## src/rtl/icdf_pkg.sv

```systemverilog
// Shared types, widths and codes for the inverse-CDF table sampler.
// No dependencies; every other file imports this package.
package icdf_pkg;

  localparam int TABLE_DEPTH = 256;
  localparam int ADDR_W      = $clog2(TABLE_DEPTH);
  localparam int CNT_W       = ADDR_W + 1;
  localparam int IDX_W       = 8;
  localparam int POS_W       = 24;
  localparam int CDF_W       = 17;
  localparam int DRAW_W      = 16;
  localparam int USED_W      = 9;
  localparam int QUO_W       = POS_W;
  localparam int PROD_W      = DRAW_W + QUO_W;
  localparam int STEP_W      = $clog2(QUO_W);

  localparam logic [CDF_W-1:0] CDF_ONE   = 17'h10000;
  localparam logic [USED_W-1:0] USED_RST = 9'd2;

  typedef logic [ADDR_W-1:0]        addr_t;
  typedef logic [CNT_W-1:0]         cnt_t;
  typedef logic signed [POS_W-1:0]  pos_t;
  typedef logic [CDF_W-1:0]         cdf_t;
  typedef logic [DRAW_W-1:0]        draw_t;
  typedef logic [QUO_W-1:0]         quo_t;
  typedef logic [PROD_W-1:0]        prod_t;
  typedef logic [STEP_W-1:0]        step_t;

  typedef enum logic [1:0] {
    CLAMP_NONE  = 2'd0,
    CLAMP_FIRST = 2'd1,
    CLAMP_LAST  = 2'd2
  } clamp_e;

  typedef enum logic {
    MODE_LOAD   = 1'b0,
    MODE_SAMPLE = 1'b1
  } mode_e;

  typedef enum logic [2:0] {
    ST_IDLE,
    ST_SEARCH,
    ST_FETCH_LO,
    ST_FETCH_HI,
    ST_DIVIDE,
    ST_POST
  } icdf_state_e;

  typedef struct packed {
    logic  en;
    addr_t addr;
    pos_t  pos;
    cdf_t  cum;
  } tbl_wr_t;

  typedef struct packed {
    logic  start;
    draw_t frac;
    quo_t  mag;
    cdf_t  den;
  } div_req_t;

  typedef struct packed {
    logic done;
    quo_t quo;
  } div_rsp_t;

endpackage

```

## src/rtl/icdf_div.sv

```systemverilog
// Multiply-then-divide unit: a multiply step, then a restoring
// divider producing one quotient bit per cycle. Depends on icdf_pkg.
module icdf_div (
  input  logic               clk_i,
  input  logic               rst_ni,
  input  icdf_pkg::div_req_t req_i,
  output icdf_pkg::div_rsp_t rsp_o
);
  import icdf_pkg::*;

  logic  busy_q, busy_d;
  logic  mul_q, mul_d;
  logic  done_q, done_d;
  step_t step_q, step_d;
  draw_t frac_q;
  quo_t  mag_q;
  cdf_t  den_q;
  cdf_t  rem_q, rem_d;
  quo_t  dvd_q, dvd_d;
  prod_t prod;
  logic [CDF_W:0] trial;
  logic [CDF_W:0] diff;

  assign prod  = prod_t'(frac_q) * prod_t'(mag_q);
  assign trial = {rem_q, dvd_q[QUO_W-1]};
  assign diff  = trial - {1'b0, den_q};

  always_comb begin
    busy_d = busy_q;
    mul_d  = mul_q;
    done_d = 1'b0;
    step_d = step_q;
    rem_d  = rem_q;
    dvd_d  = dvd_q;
    if (req_i.start) begin
      busy_d = 1'b1;
      mul_d  = 1'b1;
    end else if (busy_q && mul_q) begin
      // quotient fits QUO_W bits, so the top bits are already below the divisor
      mul_d  = 1'b0;
      step_d = step_t'(QUO_W - 1);
      rem_d  = cdf_t'(prod[PROD_W-1:QUO_W]);
      dvd_d  = prod[QUO_W-1:0];
    end else if (busy_q) begin
      if (!diff[CDF_W]) begin
        rem_d = diff[CDF_W-1:0];
        dvd_d = {dvd_q[QUO_W-2:0], 1'b1};
      end else begin
        rem_d = trial[CDF_W-1:0];
        dvd_d = {dvd_q[QUO_W-2:0], 1'b0};
      end
      step_d = step_q - step_t'(1);
      if (step_q == '0) begin
        busy_d = 1'b0;
        done_d = 1'b1;
      end
    end
  end

  always_ff @(posedge clk_i or negedge rst_ni) begin
    if (!rst_ni) begin
      busy_q <= 1'b0;
      mul_q  <= 1'b0;
      done_q <= 1'b0;
    end else begin
      busy_q <= busy_d;
      mul_q  <= mul_d;
      done_q <= done_d;
    end
  end

  always_ff @(posedge clk_i) begin
    step_q <= step_d;
    rem_q  <= rem_d;
    dvd_q  <= dvd_d;
    if (req_i.start) begin
      frac_q <= req_i.frac;
      mag_q  <= req_i.mag;
      den_q  <= req_i.den;
    end
  end

  assign rsp_o.done = done_q;
  assign rsp_o.quo  = dvd_q;

endmodule

```

## config.mk

```make
export PLATFORM = sky130hd
export DESIGN_NAME = icdf_div
export DESIGN_NICKNAME = d
export VERILOG_FILES = /design/src/rtl/icdf_pkg.sv /design/src/rtl/icdf_div.sv
export SDC_FILE = /design/constraint.sdc
export NUM_CORES = 1
export LEC_CHECK = 0
export ABC_AREA = 1
export BUFFER_PORTS_ARGS = -buffer_cell sky130_fd_sc_hd__buf_2
export CAP_MARGIN = 30
export CORE_MARGIN = 4
export CORE_UTILIZATION = 55
export CTS_CLUSTER_SIZE = 14
export DETAILED_ROUTE_END_ITERATION = 10
export GPL_TIMING_DRIVEN = 0
export PLACE_DENSITY = 0.76
export SYNTH_ARGS = -nofsm -noshare
export SYNTH_HDL_FRONTEND = slang
export SYNTH_SLANG_ARGS = --single-unit
```

## constraint.sdc

```tcl
create_clock -name clk_i -period 18.3 [get_ports clk_i]
set_clock_uncertainty 0.15 [all_clocks]
set_input_delay 3.66 -clock clk_i [delete_from_list [all_inputs] [get_ports clk_i]]
set_output_delay 3.66 -clock clk_i [all_outputs]
set_load 0.02 [all_outputs]
```

==> results of run 1 <==
[synth_stat cells (2+ instances only)]
cell type                  count  area, µm²
sky130_fd_sc_hd__nand3_2      12      120.1
sky130_fd_sc_hd__nor3_1        8      40.04
sky130_fd_sc_hd__a21oi_1      41      205.2
sky130_fd_sc_hd__inv_2         2      7.510
sky130_fd_sc_hd__nand2_2       4      25.02
sky130_fd_sc_hd__xnor2_1      23      201.4
sky130_fd_sc_hd__o21ai_1       4      20.02
sky130_fd_sc_hd__nand2_1     745       2796
sky130_fd_sc_hd__nand2_4       3      33.78
sky130_fd_sc_hd__fa_1        307       6146
sky130_fd_sc_hd__dfrtp_1       3      75.07
sky130_fd_sc_hd__nor2_1       83      311.6
sky130_fd_sc_hd__nand4_1       5      31.28
sky130_fd_sc_hd__o21ai_0      37      185.2
sky130_fd_sc_hd__edfxtp_1    103       3093
sky130_fd_sc_hd__buf_2         3      15.01
sky130_fd_sc_hd__ha_1        130       1627
sky130_fd_sc_hd__o21bai_1      3      22.52
sky130_fd_sc_hd__buf_6         2      22.52
sky130_fd_sc_hd__xor2_1        5      43.79
sky130_fd_sc_hd__inv_1       670       2515
sky130_fd_sc_hd__clkbuf_1     85      319.1
sky130_fd_sc_hd__nand3_1      89      445.4
sky130_fd_sc_hd__nand3b_1      9      67.56
sky130_fd_sc_hd__and3_1        2      12.51
[area by class of cell]
| cell class | count | area, µm² |
|---|---|---|
| Buffer | 91 | 364.1 |
| Tap cell | 442 | 553.0 |
| Inverter | 672 | 2522 |
| Clock buffer | 9 | 225.2 |
| Fill cell | 3025 | 13080 |
| Multi-Input combinational cell | 1520 | 12430 |
| Timing Repair Buffer | 85 | 442.9 |
| Clock inverter | 7 | 83.83 |
| Sequential cell | 106 | 3168 |
[cells by family after synthesis]
logic type	count (synthesis)	synth area share (%)
compound gates	87	2.425
simple gates	968	21.40
flops	106	17.15
fa+ha+maj	437	42.07
buf+inv	763	15.62
xor+xnor	28	1.327
[state kept, by name (all words and copies together) (netlist names)]
name / cells
frac_q: 16
mag_q: 24
rem_q: 17
dvd_q: 24
mul_q: 1
done_q: 1
den_q: 17
step_q: 5
busy_q: 1
[layout by cell type (no fill, tap or decap), drive strengths merged]
cell,instances
a21oi,41
and2,1
and3,2
buf,91
bufinv,1
clkbuf,94
clkinv,3
dfrtp,3
edfxtp,103
fa,307
ha,130
inv,675
nand2,752
nand3,102
nand3b,9
nand4,5
nor2,85
nor3,9
nor4,1
o211ai,1
o21a,1
o21ai,41
o21bai,3
or2,1
or3,1
xnor2,23
xor2,5
[layer usage]
metal,vias up,global-route usage (%),routed length [µm]
met1,7252,37.83,19920
met5,-,0,0
met3,129,4.364,3865
met2,652,47.22,22960
li1,7090,-,-
met4,0,10.06,1910
[metrics by stage]
| stage | worst slack, ps | hold slack, ps |
|---|---|---|
| after floorplan | 12110 | 280.4 |
| after global placement | 10330 | 303.9 |
| after detailed placement | 11460 | 309.9 |
| after CTS | 11420 | 327.8 |
| after global routing | 11010 | 362.3 |
| final | 11360 | 327.1 |
[worst min path at each step]
stage	endpoint	slack (ps)	depth (start not counted)
6_report	done_q$_DFF_PN0_	330	1
5_1_grt	done_q$_DFF_PN0_	360	1
4_1_cts	done_q$_DFF_PN0_	330	1
3_5_place_dp	done_q$_DFF_PN0_	310	1
3_3_place_gp	done_q$_DFF_PN0_	300	1
2_1_floorplan	done_q$_DFF_PN0_	280	1
==> out/results.ini, run 1 <==
[outcome]
run_status = finished, final reports clean

[sta]
final_period_minus_worst_setup_slack_ps = 6937
grt_setup_unrepaired = false
final-max-slew-violation-count = 0
timing.setup.tns_ps = 0
tightestPinTransition_ps = 846.1
post-route-period-util_pct = 37.90
fmax_mhz = 144.2
maxSlewHeadroom_pct = 43.59
setup_viol_count_final = 0
final_hold_viol_count = 0

[worst_setup_path]
cpPeakStageDelay_ps = 620
endpoint_kind = register
regToRegSetupSlack_ps = 11360
timing.critical_path.required_ps = 18280
cp-startpoint = mag_q[5]$_DFFE_PP_
path_depth = 26
rr_startpoint = mag_q[5]$_DFFE_PP_
timing.setup.critical_path_class = register to register
crit_family = adder cells
critPathMostFrequentCell = sky130_fd_sc_hd__nand2_1
worst_ep_arrival_time_ps = 6910
critical-path-slowest-cell = sky130_fd_sc_hd__clkbuf_1
timing.critical_path.to = rem_q[14]$_DFFE_PP_
cp-start-kind = register
worstPathMaxFanout = 10
crit-reg2reg-capture = rem_q[14]$_DFFE_PP_
path_buf_inv = 8
r2r.worst_path.cells = 26

[hold_path]
hold_path.startpoint = mul_q$_DFFE_PN0P_
hp-class = register to register

[synthesis]
synth-async-reset-ratio_pct = 2.830
syn_nets = 2886
synth_top_flop_cell = sky130_fd_sc_hd__edfxtp_1
syn_avg_cell_area_um2 = 7.733
postSynthRegisterBits = 106
synthesis.yosys.warnings = 0
number_of_synthesized_flops_with_an_enable_pin = 103
yosysSeqAreaShare_pct = 17.15
post_synthesis_instance_area_um2 = 18470
ys_types = 36
synthCells = 2389

[clock_tree]
cts.sink_count = 106
clock_latency_ps = 400
post_cts.resized_instances = 0
clock_tree_from_tritoncts = yes
cts-buffers-inserted = 9
clock_slew_at_the_register_clock_pins_of_the_worst_setup_and_hold_paths_ps = 100
cts_buffer_depth = 2
cts_hold_repair.buffers = 0
setup_buffers_after_cts = 0
cts-htree-levels = 3
cts-root-buf = sky130_fd_sc_hd__clkbuf_16

[floorplanning]
fp.dieW_um = 191.3
num_rows = 66
number_of_placed_i_o_pins = 85
die-area_um2 = 36590
floorplan.die.height_um = 191.3
core_area_um2 = 32870
initial_core_util_pct = 56.21

[layout]
postLayoutCoreUtil_pct = 60.20
fin_cells = 2932
finalInstanceArea_um2 = 19790
area_delta_synth_final_pct = 7.105
diodes = 0
proportion_of_layout_cells_with_a_drive_suffix_above_1_pct = 5.382
fin_nets = 2982

[grt]
pin_count_of_the_biggest_net_entering_global_routing = 61
grt_remaining_overflow = 0
via_count_of_the_first_global_routing_pass = 15870
antenna_found_initial = 1
grt_first_pass_wirelength_um = 81020
grt_util_all_layers_pct = 28.30

[routing]
drt_first_iter_violations = 1240
detail_route.first_pass.iterations = 5
ant_nets = 0
routed_length_per_placed_instance_um = 16.60
drcViolationCount = 0
overall_via_count_from_detail_route = 15120
detail_route.wirelength_um = 48660
routed_via_density = 5.158

[placement]
placedInstanceArea_um2 = 19480
port_buffers = 84
hpwlAfterDp_um = 41100
placedCellCount = 2916
gpl.final_weighted_congestion = 0.9558

[job]
max_cap_violations = 0

Power of run 1 is left out: the tool's default activity adds up to more than one toggle a clock period on the data nets, which glitch-free logic cannot reach.
==> inputs of run 2 (changes only) <==
--- a/config.mk
+++ b/config.mk
@@ -5,7 +5,7 @@
 export SDC_FILE = /design/constraint.sdc
 export NUM_CORES = 1
 export LEC_CHECK = 0
-export ABC_AREA = 1
+export ABC_AREA = 0
 export BUFFER_PORTS_ARGS = -buffer_cell sky130_fd_sc_hd__buf_2
 export CAP_MARGIN = 30
 export CORE_MARGIN = 4
==> constraint.sdc (replaced) <==
create_clock -name clk_i -period 7.3 [get_ports clk_i]
set_clock_uncertainty 0.15 [all_clocks]
set_input_delay 1.46 -clock clk_i [delete_from_list [all_inputs] [get_ports clk_i]]
set_output_delay 1.46 -clock clk_i [all_outputs]
set_load 0.02 [all_outputs]
==> run 2 against run 1 <==
Compared with the run above: final area fell by 6.2%; count of clock-buffer cells in the layout rose by 1; maximum frequency down 2.1%; synthesized cell count fell by 24%; die area down 6.6%; cell count down 21%; first-iteration DRC count is 30% lower; setup slack worse by 11000 ps; critical endpoint is now rem_q[9]$_DFFE_PP_; largest cell class unchanged; highest routed layer unchanged.
==> out/results.ini, run 2 <==
[outcome]
run_status = finished, final reports clean

[job]
max_cap_violations = 0  ; unchanged

[placement]
hpwlAfterDp_um = 36300  ; -12%
worst_slack_after_detailed_placement_ps = -241.8  ; -11,700 ps
gpl.final_weighted_congestion = 0.9873  ; +3.3%
placedCellCount = 2292  ; -21%
port_buffers = 84  ; unchanged

[worst_setup_path]
worstPathMaxFanout = 10  ; unchanged
timing.setup.critical_path_class = register to register
endpoint_kind = register
worst_ep_arrival_time_ps = 7050  ; +140 ps
cp-start-kind = register
critPathMostFrequentCell = sky130_fd_sc_hd__fa_1
timing.critical_path.required_ps = 7260  ; -11,020 ps
crit_path_cell_trace = clkbuf_1 -> and2_1 -> fa_1 -> inv_1 -> fa_1 -> fa_1 -> inv_1 -> fa_1 -> fa_1 -> inv_1 -> fa_1 -> inv_1 -> ha_1 -> nand2_1 -> nor4_2 -> a211oi_1 -> a21oi_2 -> a21oi_1 -> o21bai_1 -> a41oi_1 -> xor2_1 -> o21ai_0
cpPeakStageDelay_ps = 580  ; -40 ps
critical-path-slowest-cell = sky130_fd_sc_hd__fa_1

[layout]
final_cell_mix = sky130_fd_sc_hd__inv_1, sky130_fd_sc_hd__fa_1, sky130_fd_sc_hd__nand2_1, sky130_fd_sc_hd__and2_1, sky130_fd_sc_hd__ha_1
fin_nets = 2409  ; -19%
fillerInstances = 2659  ; -12%
layout.cells.most_common = sky130_fd_sc_hd__inv_1
layout_top_registers = dvd_q (24), mag_q (24)
area_delta_synth_final_pct = 7.919
postLayoutCoreUtil_pct = 60.39  ; +0.19 points
fin_cells = 2314  ; -21%
proportion_of_layout_cells_with_a_drive_suffix_above_1_pct = 9.077  ; +3.7 points

[sta]
final-max-slew-violation-count = 0  ; unchanged
timing.setup.tns_ps = 0  ; unchanged
maxSlewHeadroom_pct = 50.21  ; +6.6 points
setup_viol_count_final = 0  ; unchanged
tightestPinTransition_ps = 745.1  ; -101.0 ps
post-route-period-util_pct = 97.09  ; +59 points
final_hold_viol_count = 0  ; unchanged
fmax_mhz = 141.1  ; -2.1%
worst_slack_ps = 212.5  ; -11,150 ps
final_period_minus_worst_setup_slack_ps = 7088  ; +151.0 ps

[floorplanning]
num_rows = 64  ; -3.0%
floorplan.die.height_um = 184.9  ; -3.3%
number_of_placed_i_o_pins = 85  ; unchanged
initial_core_util_pct = 55.96  ; -0.25 points
core_area_um2 = 30750  ; -6.4%
die-area_um2 = 34180  ; -6.6%
fp.dieW_um = 184.9  ; -3.3%

[grt]
grt_remaining_overflow = 0  ; unchanged
grt_first_pass_wirelength_um = 70500  ; -13%
antenna_found_initial = 0  ; -1
grt_util_all_layers_pct = 26.57  ; -1.7 points
pin_count_of_the_biggest_net_entering_global_routing = 37  ; -39%
via_count_of_the_first_global_routing_pass = 13830  ; -13%

[routing]
routed_via_density = 5.643  ; +9.4%
routed_length_per_placed_instance_um = 18.84  ; +13%
detail_route.first_pass.iterations = 6  ; +1
drcViolationCount = 0  ; unchanged
ant_nets = 0  ; unchanged
drt_first_iter_violations = 874  ; -30%
overall_via_count_from_detail_route = 13060  ; -14%
detail_route.wirelength_um = 43590  ; -10%

[synthesis]
yosysTopAreaCellShare_pct = 35.72  ; +2.5 points
syn_nets = 2307  ; -20%
yosysSeqAreaShare_pct = 18.41  ; +1.3 points
ys_types = 59  ; +64%
synth_top_flop_cell = sky130_fd_sc_hd__edfxtp_1
synthCells = 1810  ; -24%
post-synth-top-count-cell = sky130_fd_sc_hd__inv_1
synthesis.yosys.warnings = 0  ; unchanged
synth_area_leaders = sky130_fd_sc_hd__fa_1, sky130_fd_sc_hd__edfxtp_1, sky130_fd_sc_hd__ha_1
post_synthesis_instance_area_um2 = 17210  ; -6.9%
syn_avg_cell_area_um2 = 9.506  ; +23%
yosys.area.top_type = sky130_fd_sc_hd__fa_1
postSynthRegisterBits = 106  ; unchanged
netlist_top_cells_count = sky130_fd_sc_hd__inv_1, sky130_fd_sc_hd__fa_1, sky130_fd_sc_hd__nand2_1
synth-async-reset-ratio_pct = 2.830  ; unchanged
number_of_synthesized_flops_with_an_enable_pin = 103  ; unchanged

[clock_tree]
clock_slew_at_the_register_clock_pins_of_the_worst_setup_and_hold_paths_ps = 80  ; -20 ps
cts-root-buf = sky130_fd_sc_hd__clkbuf_16
cts-buffers-inserted = 9  ; unchanged
cts_hold_repair.buffers = 0  ; unchanged
clock_latency_ps = 390  ; about the same
clock_tree_from_tritoncts = yes
cts_buffer_depth = 2  ; unchanged
cts.sink_count = 106  ; unchanged
cts-htree-levels = 3  ; unchanged

[hold_path]
hp-class = register to register

## run 2: cell types whose count changed after synthesis, sizes merged, moves of 9 or more
cell / previous run / this run
o21ai: 41 / 60
xor2: 5 / 16
and2: 1 / 159
nand3b: 9 / 0
a211oi: 0 / 11
nand3: 102 / 12
inv: 672 / 375
clkbuf: 85 / 67
a21o: 0 / 33
nand2: 752 / 303
nor2: 85 / 33
mux2i: 0 / 11
a31oi: 0 / 13
## run 2: kinds of logic (layout without fill, tap and decap cells)
group / after synthesis / after routing / share of synthesized area [%]
buf+inv: 452 / 559 / 9.984
fa+ha+maj: 437 / 437 / 45.17
compound gates: 201 / 201 / 7.999
flops: 106 / 106 / 18.41
xor+xnor: 47 / 47 / 2.436
simple gates: 554 / 554 / 15.23
mux: 13 / 13 / 0.7708
other cells: 0 / 1 / 0
## run 2: path summary, 6_finish.rpt
| check | from | end | slack (ps) | cells past startpoint |
|---|---|---|---|---|
| setup / recovery | frac_q[6]$_DFFE_PP_ | rem_q[9]$_DFFE_PP_ | 210 | 22 |
| setup reg to reg | frac_q[6]$_DFFE_PP_ | rem_q[9]$_DFFE_PP_ | 210 | 22 |
| hold / removal | mul_q$_DFFE_PN0P_ | done_q$_DFF_PN0_ | 370 | 1 |
| max in group asynchronous | rst_ni | done_q$_DFF_PN0_ | 6200 | 1 |
| min in group asynchronous | rst_ni | busy_q$_DFFE_PN0P_ | 700 | 1 |
| hold reg to reg | mul_q$_DFFE_PN0P_ | done_q$_DFF_PN0_ | 370 | 1 |
## run 2: layout make-up
class | count | area [µm²] | share of cell area (%)
Multi-Input combinational cell | 1252 | 12350 | 66.51
Sequential cell | 106 | 3168 | 17.06
Inverter | 375 | 1408 | 7.580
Timing Repair Buffer | 91 | 505.5 | 2.722
Tap cell | 396 | 495.5 | 2.668
Buffer | 77 | 355.3 | 1.914
Clock buffer | 10 | 229.0 | 1.233
Clock inverter | 6 | 55.05 | 0.2965
Antenna cell | 1 | 2.502 | 0.01348
## run 2: what timing repair did
action                                  CTS  global route
gates cloned                              0             0
buffers inserted                          0             5
gates resized for setup                   8            64
pin swaps                                 0             1
endpoints found under the setup margin    5            11
## run 2: through the flow
step                      hold WS (ps)  cell area, µm²
final                            365.1           18570
after CTS                        362.7           18470
after global routing             387.3           18570
after floorplan                  310.9           17210
after global placement           335.0           18120
after detailed placement         349.1           18180
## run 2: metal layers
metal | vias up | GRT usage [%] | routed length [µm]
li1 | 5792 | - | -
met1 | 6579 | 34.23 | 17100
met2 | 564 | 44.01 | 21400
met3 | 124 | 4.929 | 3178
met4 | 0 | 12.04 | 1906
met5 | - | 0 | 0
## run 2: critical path, delay by kind of cell, from the launching register on
kind,cells,cell delay [ps]
adder cells (fa/ha/maj),7,3370
AO/OA/AOI/OAI,6,1110
buffers and inverters,5,770
AND/OR/NAND/NOR,3,730
flip-flops,1,490
XOR/XNOR,1,200
Power of run 2 is left out for the same reason.
==> inputs of run 3 (changes only) <==
--- a/config.mk
+++ b/config.mk
@@ -8,8 +8,10 @@
 export ABC_AREA = 0
 export BUFFER_PORTS_ARGS = -buffer_cell sky130_fd_sc_hd__buf_2
 export CAP_MARGIN = 30
+export CORE_ASPECT_RATIO = 1.1
 export CORE_MARGIN = 4
 export CORE_UTILIZATION = 55
+export CTS_BUF_LIST = sky130_fd_sc_hd__clkbuf_8
 export CTS_CLUSTER_SIZE = 14
 export DETAILED_ROUTE_END_ITERATION = 10
 export GPL_TIMING_DRIVEN = 0
==> run 3 against run 2 <==
Compared with the run above: maximum frequency up 0.43%; wire length down 2.1%; core utilization down 0.13 points; sequential share of layout area up 0.074 points; die area about the same; worst hold slack better by 5.6 ps; global-route usage down 0.73 points; register-to-register slack better by 30 ps; final area down 0.43%; sequential cell count unchanged.
==> out/results.ini, run 3 (same netlist as run 2, synthesis figures left out) <==
[routing]
drt_first_iter_violations = 1053  ; +20%
routed_via_density = 5.547  ; -1.7%
detail_route.wirelength_um = 42670  ; -2.1%
overall_via_count_from_detail_route = 12940  ; -0.91%
detail_route.first_pass.iterations = 5  ; -1
routed_length_per_placed_instance_um = 18.29  ; -2.9%
drcViolationCount = 0  ; unchanged
ant_nets = 0  ; unchanged

[sta]
final_hold_viol_count = 0  ; unchanged
final_period_minus_worst_setup_slack_ps = 7057  ; -30.43 ps
tightestPinTransition_ps = 822.0  ; +76.90 ps
fmax_mhz = 141.7  ; +0.43%
final-max-slew-violation-count = 0  ; unchanged
post-route-period-util_pct = 96.67  ; -0.42 points
grt_setup_unrepaired = true
fin_worst_hold_slack_ps = 370.7  ; +5.619 ps
worst_slack_ps = 242.9  ; +30.43 ps
setup_viol_count_final = 0  ; unchanged
maxSlewHeadroom_pct = 45.20  ; -5.0 points

[clock_tree]
clock_slew_at_the_register_clock_pins_of_the_worst_setup_and_hold_paths_ps = 130  ; +50 ps
clock_tree_from_tritoncts = yes
cts.sink_count = 106  ; unchanged
cts-htree-levels = 3  ; unchanged
cts-buffers-inserted = 9  ; unchanged
cts_buffer_depth = 2  ; unchanged
clock_latency_ps = 450  ; +60 ps
cts-root-buf = sky130_fd_sc_hd__clkbuf_8

[layout]
layout.cells.most_common = sky130_fd_sc_hd__inv_1
multi_input_area_um2 = 12340  ; about the same
proportion_of_layout_cells_with_a_drive_suffix_above_1_pct = 8.963  ; -0.11 points
fillerInstances = 2668  ; +0.34%
area_delta_synth_final_pct = 7.454
finalInstanceArea_um2 = 18490  ; -0.43%
diodes = 0  ; -1
fin_nets = 2411  ; +0.083%
sequential_cell_area_um2 = 3168  ; unchanged
final_cell_mix = sky130_fd_sc_hd__inv_1, sky130_fd_sc_hd__fa_1, sky130_fd_sc_hd__nand2_1, sky130_fd_sc_hd__and2_1, sky130_fd_sc_hd__ha_1
layout_top_registers = dvd_q (24), mag_q (24)

[floorplanning]
number_of_placed_i_o_pins = 85  ; unchanged
die-area_um2 = 34180  ; about the same
fp.dieW_um = 176.6  ; -4.5%
initial_core_util_pct = 56.08  ; +0.12 points
num_rows = 67  ; +4.7%
floorplan.die.height_um = 193.5  ; +4.7%
core_area_um2 = 30680  ; -0.22%

[worst_setup_path]
r2r.worst_path.cells = 23  ; +4.5%
path_buf_inv = 6  ; +1
crit_family = adder cells
rr_startpoint = frac_q[9]$_DFFE_PP_
timing.critical_path.to = rem_q[15]$_DFFE_PP_
regToRegSetupSlack_ps = 240  ; +30 ps
crit-reg2reg-capture = rem_q[15]$_DFFE_PP_
cp-start-kind = register
critPathMostFrequentCell = sky130_fd_sc_hd__fa_1
crit_path_cell_trace = clkbuf_1 -> nand2_1 -> fa_1 -> inv_1 -> fa_1 -> inv_1 -> fa_1 -> inv_1 -> fa_1 -> fa_1 -> inv_1 -> fa_1 -> inv_1 -> ha_1 -> nand2_1 -> nor4_2 -> a211oi_1 -> a2111oi_2 -> a21bo_2 -> o41ai_2 -> xnor2_1 -> nand2_1 -> o21ai_0
path_depth = 23  ; +4.5%
cpPeakStageDelay_ps = 520  ; -60 ps
timing.critical_path.required_ps = 7330  ; +70 ps
critical-path-slowest-cell = sky130_fd_sc_hd__fa_1
cp-startpoint = frac_q[9]$_DFFE_PP_
worstPathMaxFanout = 10  ; unchanged
worst_ep_arrival_time_ps = 7090  ; +40 ps
endpoint_kind = register
timing.setup.critical_path_class = register to register

[placement]
gpl.final_weighted_congestion = 0.9658  ; -2.2%
worst_slack_after_detailed_placement_ps = -256.4  ; -14.56 ps
port_buffers = 84  ; unchanged
hpwlAfterDp_um = 35340  ; -2.7%
placedInstanceArea_um2 = 18170  ; about the same

[hold_path]
hp-class = register to register

[grt]
grt_first_pass_wirelength_um = 69520  ; -1.4%
grt_util_all_layers_pct = 25.84  ; -0.73 points
antenna_found_initial = 1  ; +1
via_count_of_the_first_global_routing_pass = 13800  ; -0.21%
grt_remaining_overflow = 0  ; unchanged
pin_count_of_the_biggest_net_entering_global_routing = 62  ; +68%

[job]
max_cap_violations = 0  ; unchanged

[outcome]
run_status = finished, final reports clean

[run 3: cell count changes in the layout (fill, tap and decap cells not counted), moves of 2 or more]
| cell | delta |
|---|---|
| sky130_fd_sc_hd__clkbuf_1 | +3 |
| sky130_fd_sc_hd__clkbuf_8 | +9 |
| sky130_fd_sc_hd__inv_6 | -2 |
| sky130_fd_sc_hd__buf_4 | +4 |
| sky130_fd_sc_hd__clkbuf_2 | -5 |
| sky130_fd_sc_hd__clkbuf_16 | -9 |
[run 3: worst min path at each step]
stage          depth (start not counted)  slack [ps]         startpoint                to
2_1_floorplan                          1         310  mul_q$_DFFE_PN0P_  done_q$_DFF_PN0_
3_3_place_gp                           1         330  mul_q$_DFFE_PN0P_  done_q$_DFF_PN0_
3_5_place_dp                           1         350  mul_q$_DFFE_PN0P_  done_q$_DFF_PN0_
4_1_cts                                1         370  mul_q$_DFFE_PN0P_  done_q$_DFF_PN0_
5_1_grt                                1         400  mul_q$_DFFE_PN0P_  done_q$_DFF_PN0_
6_report                               1         370  mul_q$_DFFE_PN0P_  done_q$_DFF_PN0_
[run 3: area by class of cell]
cell class	count	share of cell area, %
Clock buffer	9	0.6700
Inverter	375	7.613
Clock inverter	7	0.3993
Sequential cell	106	17.13
Multi-Input combinational cell	1252	66.77
Tap cell	414	2.802
Buffer	77	1.895
Timing Repair Buffer	93	2.720
[run 3: layer usage]
layer,GRT usage (%),part of all wire [%]
met5,0,0
met4,11.69,4.5
met1,33.03,38
met3,3.963,6.3
met2,43.48,51
[run 3: per-stage QoR]
stage	instances	setup TNS [ps]	utilization (%)
2_1_floorplan	1810	0	-
3_3_place_gp	2308	-220.2	59.14
3_5_place_dp	2309	-461.1	59.24
4_1_cts	2325	0	59.96
5_1_grt	2333	-106.7	60.26
6_report	2333	0	60.26
[run 3: worst register-to-register path, cell delays in order, from the launching register on]
cell and delay, ps:
sky130_fd_sc_hd__edfxtp_1 480, sky130_fd_sc_hd__clkbuf_1 500, sky130_fd_sc_hd__nand2_1 150, sky130_fd_sc_hd__fa_1 510
sky130_fd_sc_hd__inv_1 50, sky130_fd_sc_hd__fa_1 490, sky130_fd_sc_hd__inv_1 50, sky130_fd_sc_hd__fa_1 520
sky130_fd_sc_hd__inv_1 60, sky130_fd_sc_hd__fa_1 470, sky130_fd_sc_hd__fa_1 490, sky130_fd_sc_hd__inv_1 50
sky130_fd_sc_hd__fa_1 510, sky130_fd_sc_hd__inv_1 60, sky130_fd_sc_hd__ha_1 400, sky130_fd_sc_hd__nand2_1 160
sky130_fd_sc_hd__nor4_2 350, sky130_fd_sc_hd__a211oi_1 190, sky130_fd_sc_hd__a2111oi_2 490, sky130_fd_sc_hd__a21bo_2 250
sky130_fd_sc_hd__o41ai_2 80, sky130_fd_sc_hd__xnor2_1 150, sky130_fd_sc_hd__nand2_1 100, sky130_fd_sc_hd__o21ai_0 100
[run 3: timing repair]
action / 4_1_cts / 5_1_grt
endpoints found under the setup margin: 3 / 8
buffers inserted: 0 / 8
gates resized for setup: 20 / 31
endpoints found under the hold margin: 0 / 0
hold buffers: 0 / 0
Power of run 3 is left out for the same reason.
